`config.mk`:
```
export PLATFORM = sky130hd
export DESIGN_NAME = message_reassembly_tracker_top_flat
export DESIGN_NICKNAME = d
export VERILOG_FILES = /design/src/mrt_pkg.sv /design/src/mrt_ifs.sv /design/src/message_reassembly_tracker_top.sv /design/src/mrt_in_stage.sv /design/src/mrt_table.sv /design/src/flat_wrapper.sv
export SDC_FILE = /design/constraint.sdc
export NUM_CORES = 2
export LEC_CHECK = 0
export BUFFER_PORTS_ARGS = -buffer_cell sky130_fd_sc_hd__buf_2
export CAP_MARGIN = 0
export CORE_ASPECT_RATIO = 1.25
export CORE_MARGIN = 3
export CORE_UTILIZATION = 53
export DETAILED_ROUTE_END_ITERATION = 10
export GPL_ROUTABILITY_DRIVEN = 0
export GPL_TIMING_DRIVEN = 0
export PLACE_DENSITY_LB_ADDON = 0.05
export REMOVE_ABC_BUFFERS = 1
export SYNTH_ARGS = -nofsm -noshare
export SYNTH_HDL_FRONTEND = slang
export SYNTH_SLANG_ARGS = --single-unit
```
`constraint.sdc`:
```
create_clock -name clk -period 28 [get_ports clk]
set_input_delay 4.2 -clock clk [delete_from_list [all_inputs] [get_ports clk]]
set_output_delay 4.2 -clock clk [all_outputs]
set_load 0.01 [all_outputs]
```
`src/mrt_pkg.sv`:
```
// Shared types and constants of the message reassembly tracker.
`default_nettype none

package mrt_pkg;

  localparam int MID_W  = 16;
  localparam int NODE_W = 12;
  localparam int LEN_W  = 20;
  localparam int IDX_W  = 16;
  localparam int TIME_W = 32;
  localparam int CODE_W = 8;
  localparam int TASK_W = 8;
  localparam int KEY_W  = MID_W + NODE_W;

  localparam int CFG_IDX_W  = 4;
  localparam int CFG_DATA_W = 12;

  // Configuration register indexes
  localparam logic [CFG_IDX_W-1:0] REG_NODE_NUMBER = CFG_IDX_W'(0);
  localparam logic [CFG_IDX_W-1:0] REG_XCVR_MODE   = CFG_IDX_W'(1);

  // Input commands
  localparam logic CMD_STORE  = 1'b0;
  localparam logic CMD_PACKET = 1'b1;

  typedef enum logic [2:0] {
    ST_STORED     = 3'd0,
    ST_PARTIAL    = 3'd1,
    ST_DELIVERED  = 3'd2,
    ST_MISROUTED  = 3'd3,
    ST_NOT_STORED = 3'd4,
    ST_FULL       = 3'd5,
    ST_OVERLONG   = 3'd6
  } status_t;

  typedef struct packed {
    logic              cmd;
    logic [MID_W-1:0]  message_id;
    logic [NODE_W-1:0] source_node;
    logic [NODE_W-1:0] destination_node;
    logic [LEN_W-1:0]  message_length;
    logic [LEN_W-1:0]  packet_length;
    logic [IDX_W-1:0]  message_index;
    logic [TIME_W-1:0] receive_time;
    logic [CODE_W-1:0] node_code;
    logic [TASK_W-1:0] task_number;
  } mrt_in_t;

  typedef struct packed {
    status_t           status;
    logic              to_transceiver;
    logic [NODE_W-1:0] out_source;
    logic [MID_W-1:0]  out_message_id;
    logic [IDX_W-1:0]  out_index;
    logic [TIME_W-1:0] out_receive_time;
    logic [LEN_W-1:0]  out_length;
    logic [CODE_W-1:0] out_node_code;
    logic [TASK_W-1:0] out_task;
  } mrt_out_t;

  typedef struct packed {
    logic [IDX_W-1:0]  index;
    logic [TIME_W-1:0] receive_time;
    logic [LEN_W-1:0]  length;
    logic [CODE_W-1:0] node_code;
    logic [TASK_W-1:0] task_id;
  } mrt_desc_t;

  typedef struct packed {
    logic [NODE_W-1:0] node_number;
    logic              transceiver_mode;
  } mrt_cfg_t;

endpackage

`default_nettype wire

```
`src/mrt_ifs.sv`:
```
// Channel interfaces of the message reassembly tracker.
`default_nettype none

interface mrt_in_if import mrt_pkg::*; ();
  logic    valid;
  logic    ready;
  mrt_in_t data;
  modport source (output valid, output data, input ready);
  modport sink   (input valid, input data, output ready);
  modport mon    (input valid, input data, input ready);
endinterface

interface mrt_out_if import mrt_pkg::*; ();
  logic     valid;
  logic     ready;
  mrt_out_t data;
  modport source (output valid, output data, input ready);
  modport sink   (input valid, input data, output ready);
  modport mon    (input valid, input data, input ready);
endinterface

interface mrt_cfg_if import mrt_pkg::*; ();
  logic                  valid;
  logic                  ready;
  logic [CFG_IDX_W-1:0]  index;
  logic [CFG_DATA_W-1:0] data;
  modport source (output valid, output index, output data, input ready);
  modport sink   (input valid, input index, input data, output ready);
endinterface

`default_nettype wire

```
`src/message_reassembly_tracker_top.sv`:
```
// Top level of the message reassembly tracker.
//
// Channels: in_ch takes one word per store or packet event, out_ch returns
// exactly one status word per event in arrival order, cfg_ch writes
// node_number (index 0) and transceiver_mode (index 1); the user must
// write them only while idle, the block does not enforce it. Every
// channel moves a word at a rising edge with valid and ready high. An
// accepted word is registered, looked up in the table and its result is
// registered on out_ch. Throughput: one event per cycle while out_ch does
// not stall; the table state seen by an event already includes the update
// of the one before, through the parallel key compare over TABLE_ENTRIES
// flop-based slots. Reset (rst_n low, synchronous): all slots free,
// registers zero, both pipeline registers empty, in_ch and cfg_ch not
// ready. A stalled receiver holds the output word; one more event waits
// in the input register and in_ch drops ready until out_ch drains.
`default_nettype none

module message_reassembly_tracker_top import mrt_pkg::*; #(
  parameter int TABLE_ENTRIES = 16
) (
  input wire logic clk,
  input wire logic rst_n,
  mrt_in_if.sink    in_ch,
  mrt_out_if.source out_ch,
  mrt_cfg_if.sink   cfg_ch
);

  logic     item_valid;
  mrt_in_t  item;
  mrt_out_t result;
  logic     advance;
  mrt_cfg_t cfg_r;
  logic     out_valid_r, out_valid_nxt;
  mrt_out_t out_data_r;

  assign advance = item_valid && (!out_valid_r || out_ch.ready);

  mrt_in_stage u_in_stage (
    .clk        (clk),
    .rst_n      (rst_n),
    .in_ch      (in_ch),
    .advance    (advance),
    .item_valid (item_valid),
    .item       (item)
  );

  mrt_table #(
    .TABLE_ENTRIES (TABLE_ENTRIES)
  ) u_table (
    .clk    (clk),
    .rst_n  (rst_n),
    .update (advance),
    .item   (item),
    .cfg    (cfg_r),
    .result (result)
  );

  // Configuration registers
  assign cfg_ch.ready = rst_n;

  always_ff @(posedge clk) begin
    if (!rst_n) begin
      cfg_r <= '0;
    end else if (cfg_ch.valid && cfg_ch.ready) begin
      case (cfg_ch.index)
        REG_NODE_NUMBER: cfg_r.node_number      <= cfg_ch.data[NODE_W-1:0];
        REG_XCVR_MODE:   cfg_r.transceiver_mode <= cfg_ch.data[0];
        default:         cfg_r                  <= cfg_r;
      endcase
    end
  end

  // Output register: load on advance, drop when taken
  always_comb begin
    out_valid_nxt = out_valid_r;
    if (advance) begin
      out_valid_nxt = 1'b1;
    end else if (out_ch.ready) begin
      out_valid_nxt = 1'b0;
    end
  end

  always_ff @(posedge clk) begin
    if (!rst_n) begin
      out_valid_r <= 1'b0;
    end else begin
      out_valid_r <= out_valid_nxt;
    end
  end

  always_ff @(posedge clk) begin
    if (advance) begin
      out_data_r <= result;
    end
  end

  assign out_ch.valid = out_valid_r;
  assign out_ch.data  = out_data_r;

endmodule

`default_nettype wire

```
`src/mrt_in_stage.sv`:
```
// Input register stage of the message reassembly tracker.
`default_nettype none

module mrt_in_stage import mrt_pkg::*; (
  input  wire logic clk,
  input  wire logic rst_n,
  mrt_in_if.sink    in_ch,
  input  wire logic advance,
  output logic      item_valid,
  output mrt_in_t   item
);

  logic    valid_r, valid_nxt;
  mrt_in_t item_r;
  logic    accept;

  // Take a word whenever the stage is empty or drains this cycle
  assign in_ch.ready = rst_n && (!valid_r || advance);
  assign accept      = in_ch.valid && in_ch.ready;

  always_comb begin
    valid_nxt = valid_r;
    if (accept) begin
      valid_nxt = 1'b1;
    end else if (advance) begin
      valid_nxt = 1'b0;
    end
  end

  always_ff @(posedge clk) begin
    if (!rst_n) begin
      valid_r <= 1'b0;
    end else begin
      valid_r <= valid_nxt;
    end
  end

  // Payload needs no reset
  always_ff @(posedge clk) begin
    if (accept) begin
      item_r <= in_ch.data;
    end
  end

  assign item_valid = valid_r;
  assign item       = item_r;

endmodule

`default_nettype wire

```
`src/mrt_table.sv`:
```
// Reassembly table: key match, slot allocation, count update and result.
`default_nettype none

module mrt_table import mrt_pkg::*; #(
  parameter int TABLE_ENTRIES = 16
) (
  input  wire logic clk,
  input  wire logic rst_n,
  input  wire logic update,
  input  mrt_in_t   item,
  input  mrt_cfg_t  cfg,
  output mrt_out_t  result
);

  localparam int SLOT_W = (TABLE_ENTRIES > 1) ? $clog2(TABLE_ENTRIES) : 1;

  logic [TABLE_ENTRIES-1:0] trk_r;
  logic [TABLE_ENTRIES-1:0] dv_r;
  logic [KEY_W-1:0]         key_r  [TABLE_ENTRIES];
  logic [LEN_W-1:0]         rem_r  [TABLE_ENTRIES];
  mrt_desc_t                desc_r [TABLE_ENTRIES];

  logic [KEY_W-1:0]  key;
  logic              hit_any, free_any;
  logic [SLOT_W-1:0] hit_idx, free_idx, slot;
  logic              trk_hit, dv_hit;
  logic [LEN_W-1:0]  base;
  logic [LEN_W:0]    diff;
  logic              overlong;

  logic              key_we, trk_we, trk_val, dv_we, dv_val, rem_we, desc_we;
  mrt_out_t          res;

  assign key = {item.message_id, item.source_node};

  // Parallel key compare and lowest free slot
  always_comb begin
    hit_any  = 1'b0;
    hit_idx  = '0;
    free_any = 1'b0;
    free_idx = '0;
    for (int i = TABLE_ENTRIES - 1; i >= 0; i--) begin
      if ((trk_r[i] || dv_r[i]) && key_r[i] == key) begin
        hit_any = 1'b1;
        hit_idx = SLOT_W'(i);
      end
      if (!trk_r[i] && !dv_r[i]) begin
        free_any = 1'b1;
        free_idx = SLOT_W'(i);
      end
    end
  end

  assign trk_hit  = hit_any && trk_r[hit_idx];
  assign dv_hit   = hit_any && dv_r[hit_idx];
  assign slot     = hit_any ? hit_idx : free_idx;

  // One subtract serves both the opening and the running count
  assign base     = trk_hit ? rem_r[hit_idx] : item.message_length;
  assign diff     = {1'b0, base} - {1'b0, item.packet_length};
  assign overlong = diff[LEN_W];

  // Decide status and table writes
  always_comb begin
    key_we  = 1'b0;
    trk_we  = 1'b0;
    trk_val = 1'b0;
    dv_we   = 1'b0;
    dv_val  = 1'b0;
    rem_we  = 1'b0;
    desc_we = 1'b0;
    res     = '0;
    if (item.cmd == CMD_STORE) begin
      if (!hit_any && !free_any) begin
        res.status = ST_FULL;
      end else begin
        key_we     = !hit_any;
        trk_we     = !hit_any;
        trk_val    = 1'b0;
        dv_we      = 1'b1;
        dv_val     = 1'b1;
        desc_we    = 1'b1;
        res.status = ST_STORED;
      end
    end else if (item.destination_node != cfg.node_number) begin
      res.status = ST_MISROUTED;
    end else if (overlong) begin
      res.status = ST_OVERLONG;
    end else if (!hit_any && !free_any) begin
      res.status = ST_FULL;
    end else begin
      key_we = !hit_any;
      if (diff[LEN_W-1:0] != '0) begin
        trk_we     = 1'b1;
        trk_val    = 1'b1;
        rem_we     = 1'b1;
        dv_we      = !hit_any;
        dv_val     = 1'b0;
        res.status = ST_PARTIAL;
      end else if (!dv_hit) begin
        // Complete without descriptor: free the slot
        trk_we     = 1'b1;
        trk_val    = 1'b0;
        dv_we      = 1'b1;
        dv_val     = 1'b0;
        res.status = ST_NOT_STORED;
      end else begin
        trk_we             = 1'b1;
        trk_val            = 1'b0;
        dv_we              = 1'b1;
        dv_val             = 1'b0;
        res.status         = ST_DELIVERED;
        res.to_transceiver = cfg.transceiver_mode;
        res.out_source     = item.source_node;
        res.out_message_id = item.message_id;
        if (!cfg.transceiver_mode) begin
          res.out_index        = desc_r[slot].index;
          res.out_receive_time = desc_r[slot].receive_time;
          res.out_length       = desc_r[slot].length;
          res.out_node_code    = desc_r[slot].node_code;
          res.out_task         = desc_r[slot].task_id;
        end
      end
    end
  end

  assign result = res;

  // Valid bits clear at reset
  always_ff @(posedge clk) begin
    if (!rst_n) begin
      trk_r <= '0;
      dv_r  <= '0;
    end else if (update) begin
      if (trk_we) begin
        trk_r[slot] <= trk_val;
      end
      if (dv_we) begin
        dv_r[slot] <= dv_val;
      end
    end
  end

  // Keys, counts and descriptors are only read behind a valid bit
  always_ff @(posedge clk) begin
    if (update) begin
      if (key_we) begin
        key_r[slot] <= key;
      end
      if (rem_we) begin
        rem_r[slot] <= diff[LEN_W-1:0];
      end
      if (desc_we) begin
        desc_r[slot] <= '{index:        item.message_index,
                          receive_time: item.receive_time,
                          length:       item.message_length,
                          node_code:    item.node_code,
                          task_id:      item.task_number};
      end
    end
  end

endmodule

`default_nettype wire

```
`src/flat_wrapper.sv`:
```
// flat-port wrapper written by rule: the top's interface ports become plain ports
module message_reassembly_tracker_top_flat import mrt_pkg::*;
#(
  parameter int TABLE_ENTRIES = 16
)
  (clk, rst_n, in_ch_valid, in_ch_data, in_ch_ready, out_ch_valid, out_ch_data, out_ch_ready, cfg_ch_valid, cfg_ch_index, cfg_ch_data, cfg_ch_ready);
  mrt_in_if in_ch_i ();
  mrt_out_if out_ch_i ();
  mrt_cfg_if cfg_ch_i ();
  input wire logic clk;
  input wire logic rst_n;
  input wire logic [$bits(in_ch_i.valid)-1:0] in_ch_valid;
  input wire logic [$bits(in_ch_i.data)-1:0] in_ch_data;
  output wire logic [$bits(in_ch_i.ready)-1:0] in_ch_ready;
  output wire logic [$bits(out_ch_i.valid)-1:0] out_ch_valid;
  output wire logic [$bits(out_ch_i.data)-1:0] out_ch_data;
  input wire logic [$bits(out_ch_i.ready)-1:0] out_ch_ready;
  input wire logic [$bits(cfg_ch_i.valid)-1:0] cfg_ch_valid;
  input wire logic [$bits(cfg_ch_i.index)-1:0] cfg_ch_index;
  input wire logic [$bits(cfg_ch_i.data)-1:0] cfg_ch_data;
  output wire logic [$bits(cfg_ch_i.ready)-1:0] cfg_ch_ready;
  assign in_ch_i.valid = in_ch_valid;
  assign in_ch_i.data = in_ch_data;
  assign in_ch_ready = in_ch_i.ready;
  assign out_ch_valid = out_ch_i.valid;
  assign out_ch_data = out_ch_i.data;
  assign out_ch_i.ready = out_ch_ready;
  assign cfg_ch_i.valid = cfg_ch_valid;
  assign cfg_ch_i.index = cfg_ch_index;
  assign cfg_ch_i.data = cfg_ch_data;
  assign cfg_ch_ready = cfg_ch_i.ready;
  message_reassembly_tracker_top #(.TABLE_ENTRIES(TABLE_ENTRIES)) u_core (.clk(clk), .rst_n(rst_n), .in_ch(in_ch_i), .out_ch(out_ch_i), .cfg_ch(cfg_ch_i));
endmodule
```
==> out/qor.txt <==
status = completed
post-DR wirelength/cell = 26.0 um
Die Height = 485 um
hold path depth = 2
max incr delay on CP = 1.07 ns
cell area after synthesis = 97300 um^2
GRT Residual Overflow = 0
Seq cells post-synth = 2420
number of synthesized flops with an enable pin = 2373
RSZ-0062 raised after global routing = no
area share of the largest cell type after synthesis = 0.732
PostCTS Resize Cnt = 0
sequential area share after synthesis = 0.742
Hold Crit Class = reg2reg
Netlist cell types = 74
Max-Cap Viols = 0
WL final = 258000 um
dominant cell type by area after synthesis = edfxtp_1
total clock buffers created by CTS = 228
# Post-CTS Setup Buffers = 0
number of global-route vias before repair = 57200
share of cells above drive strength 1 = 0.133
drt pass-1 iters = 5
Util after Layout = 0.624
Worst Path Required = 28.58 ns
vias post-DR = 59200
Syn Area/Cell = 14.0 um^2
Cell Pwr Density = 64.4 nW/um^2
clk_lat worst skew = 0.86 ns
Pleak = 37.9 nW
NumNets Final = 7532
post-DP HPWL = 163000 um
CTS tree = done
I/O Buffers = 284
drt initial violations = 5464
# setup viols final = 0
worst setup margin = 14.88 ns
Setup TNS = 0 ns
startpoint class of the critical path = register
Max IR drop VDD = 0.0000541 V
Starting Density = 0.534
CTS Hold Bufs = 0
Hold Violations, Final = 0
largest net degree at the start of global routing = 79
crit-path max FO = 33
top_reg_cell synth = edfxtp_1
initial antenna violation count = 18
DRC errors left = 0
Area Growth Syn to Fin = 16.8%
clock period minus worst slack = 13.12 ns
H-Tree Depth = 4
Mapped Cells = 6945
Post-Place Cells = 9501
relative slew slack = 0.0875
Crit path depth = 33
buffers plus inverters on the worst setup path = 6
IO Pins = 285
ANT nets after route = 0
width of the die = 389 um
core area = 182000 um^2
clock-pin slew on the worst setup and hold paths = 0.06 ns
GRT Util Overall = 0.269
FMAX = 76.2 MHz
Layout Cells excl Fill = 9936
cell mode on critical path = nor4_1
kind of critical path = reg2reg
deepest clock path buffer count = 3
worst-margin pin slew = 1.36 ns
Final Total Pwr = 7.32 mW
vias per cell = 5.96
critical path arrival = 13.71 ns
final worst path period share = 0.469
final slew viol count = 0
FP Rows = 175
die area = 189000 um^2
Crit. End Element = register
Synth area leaders = edfxtp_1, nand2_1, nand3_1
pre-CTS WS = 14.23 ns
Root Buffer = clkbuf_16
Worst Reg-to-Reg Cells = 33
FF-to-FF setup slack = 14.88 ns
cell family with most CP delay = simple AND/OR/NAND/NOR gates
fillers = 13500
synth warn = 0
CTS Sinks = 2420
post-synthesis async set-or-reset flop share = 0
slowest library cell on the worst path = and4_1
first-pass GRT wire length = 377000 um
Clock Skew = 0.0464 ns
==> power breakdown <==
group	internal, mW	switching (mW)
Sequential	4.01	0.0373
Combinational	0.0883	0.157
Clock	1.71	1.32
==> cells by family after synthesis <==
group                      count (synthesis)  synth area share
AOI/OAI and AO/OA                        534            0.0393
DFF                                     2420             0.742
muxes                                    142            0.0159
adders and majority gates                 21           0.00278
and+or+nand+nor                         2902             0.138
buffers and inverters                    453            0.0197
xor gates and xnor gates                 473            0.0426
==> cell type report <==
type                            instances  area, um^2  area share
Timing Repair Buffer                  564        7270      0.0639
Tap cell                             2389        2990      0.0263
Multi-Input combinational cell       4072       23600       0.208
Antenna cell                           12        30.0    0.000264
Sequential cell                      2420       72200       0.635
Clock buffer                          294        6160      0.0542
Clock inverter                        126        1110     0.00979
Inverter                               59         229     0.00201
==> metrics by stage <==
stage	instance area (um^2)	hold slack, ns
after floorplan	95600	0.481
after global placement	100000	0.501
after detailed placement	106000	0.533
after CTS	114000	0.545
after global routing	114000	0.564
final	114000	0.541
==> flip-flops by register name (all words and copies together) (netlist names) <==
register                      cells
u_core.out_ch.valid               1
u_core.u_in_stage.item          145
u_core.u_table.rem_r            320
u_core.u_in_stage.item_valid      1
u_core.u_table.trk_r             16
u_core.out_ch.data              116
u_core.u_table.key_r            448
u_core.cfg_r                     13
u_core.u_table.desc_r          1344
u_core.u_table.dv_r              16
==> synthesized netlist by cell type, types with 5 or more instances <==
| master | count |
|---|---|
| dfxtp_1 | 47 |
| or3_1 | 7 |
| a21oi_1 | 89 |
| inv_1 | 59 |
| a21o_1 | 7 |
| ha_1 | 20 |
| o211ai_1 | 8 |
| nand2b_1 | 11 |
| xnor2_1 | 190 |
| nor2_1 | 188 |
| a221o_1 | 19 |
| o21ai_0 | 27 |
| nand4_1 | 158 |
| and2_1 | 64 |
| a211oi_1 | 119 |
| buf_4 | 14 |
| buf_1 | 47 |
| buf_2 | 65 |
| nor2b_1 | 88 |
| edfxtp_1 | 2373 |
| nor4b_1 | 8 |
| nor4_1 | 119 |
| mux2i_1 | 99 |
| and3_1 | 19 |
| o21a_1 | 50 |
| o22ai_1 | 20 |
| nor3_1 | 51 |
| mux2_4 | 19 |
| nor4bb_1 | 8 |
| xor2_1 | 283 |
| o2111ai_1 | 5 |
| a31oi_1 | 69 |
| nand4b_1 | 21 |
| or4_1 | 21 |
| nand3_1 | 737 |
| mux2_2 | 24 |
| nand2_1 | 1380 |
| a311oi_1 | 85 |
| clkbuf_1 | 257 |
| buf_6 | 11 |
==> worst reg2reg max path, delay by kind of cell, from the launching register on <==
kind / cells / cell delay (ns)
and+or+nand+nor: 15 / 7.17
AOI/OAI and AO/OA: 7 / 2.25
buffers and inverters: 6 / 1.26
DFF: 1 / 0.87
adders and majority gates: 2 / 0.66
xor gates and xnor gates: 2 / 0.54
muxes: 1 / 0.13
==> layer usage <==
metal / part of all wire / wire, um / global-route usage
met4: 0.026 / 6640 / 0.0734
met1: 0.42 / 109000 / 0.379
met5: 0.000031 / 8 / 0
met3: 0.068 / 17500 / 0.0389
met2: 0.48 / 125000 / 0.443
==> layout by cell type, fill, tap and decap left out, types with 24 or more instances in the layout <==
cell / n
a211oi_1: 119
a21oi_1: 87
a311oi_1: 85
a31oi_1: 69
and2_1: 62
buf_12: 105
buf_16: 109
buf_2: 284
buf_6: 28
clkbuf_1: 54
clkbuf_16: 236
clkinv_1: 58
clkinv_2: 33
dfxtp_1: 47
edfxtp_1: 2373
inv_1: 58
mux2_2: 24
mux2i_1: 99
nand2_1: 1380
nand3_1: 736
nand4_1: 158
nor2_1: 137
nor2_4: 37
nor2b_1: 88
nor3_1: 47
nor4_1: 118
o21a_1: 50
o21ai_0: 26
xnor2_1: 188
xor2_1: 283
==> worst paths after layout <==
path                                                  start                      to
worst max-delay path            u_core.u_in_stage.item[117]  u_core.out_ch.data[19]
worst min-delay path                        u_core.cfg_r[8]         u_core.cfg_r[8]
worst max register to register  u_core.u_in_stage.item[117]  u_core.out_ch.data[19]
worst min register to register              u_core.cfg_r[8]         u_core.cfg_r[8]
No activity file was read; power rests on OpenSTA's default activity.
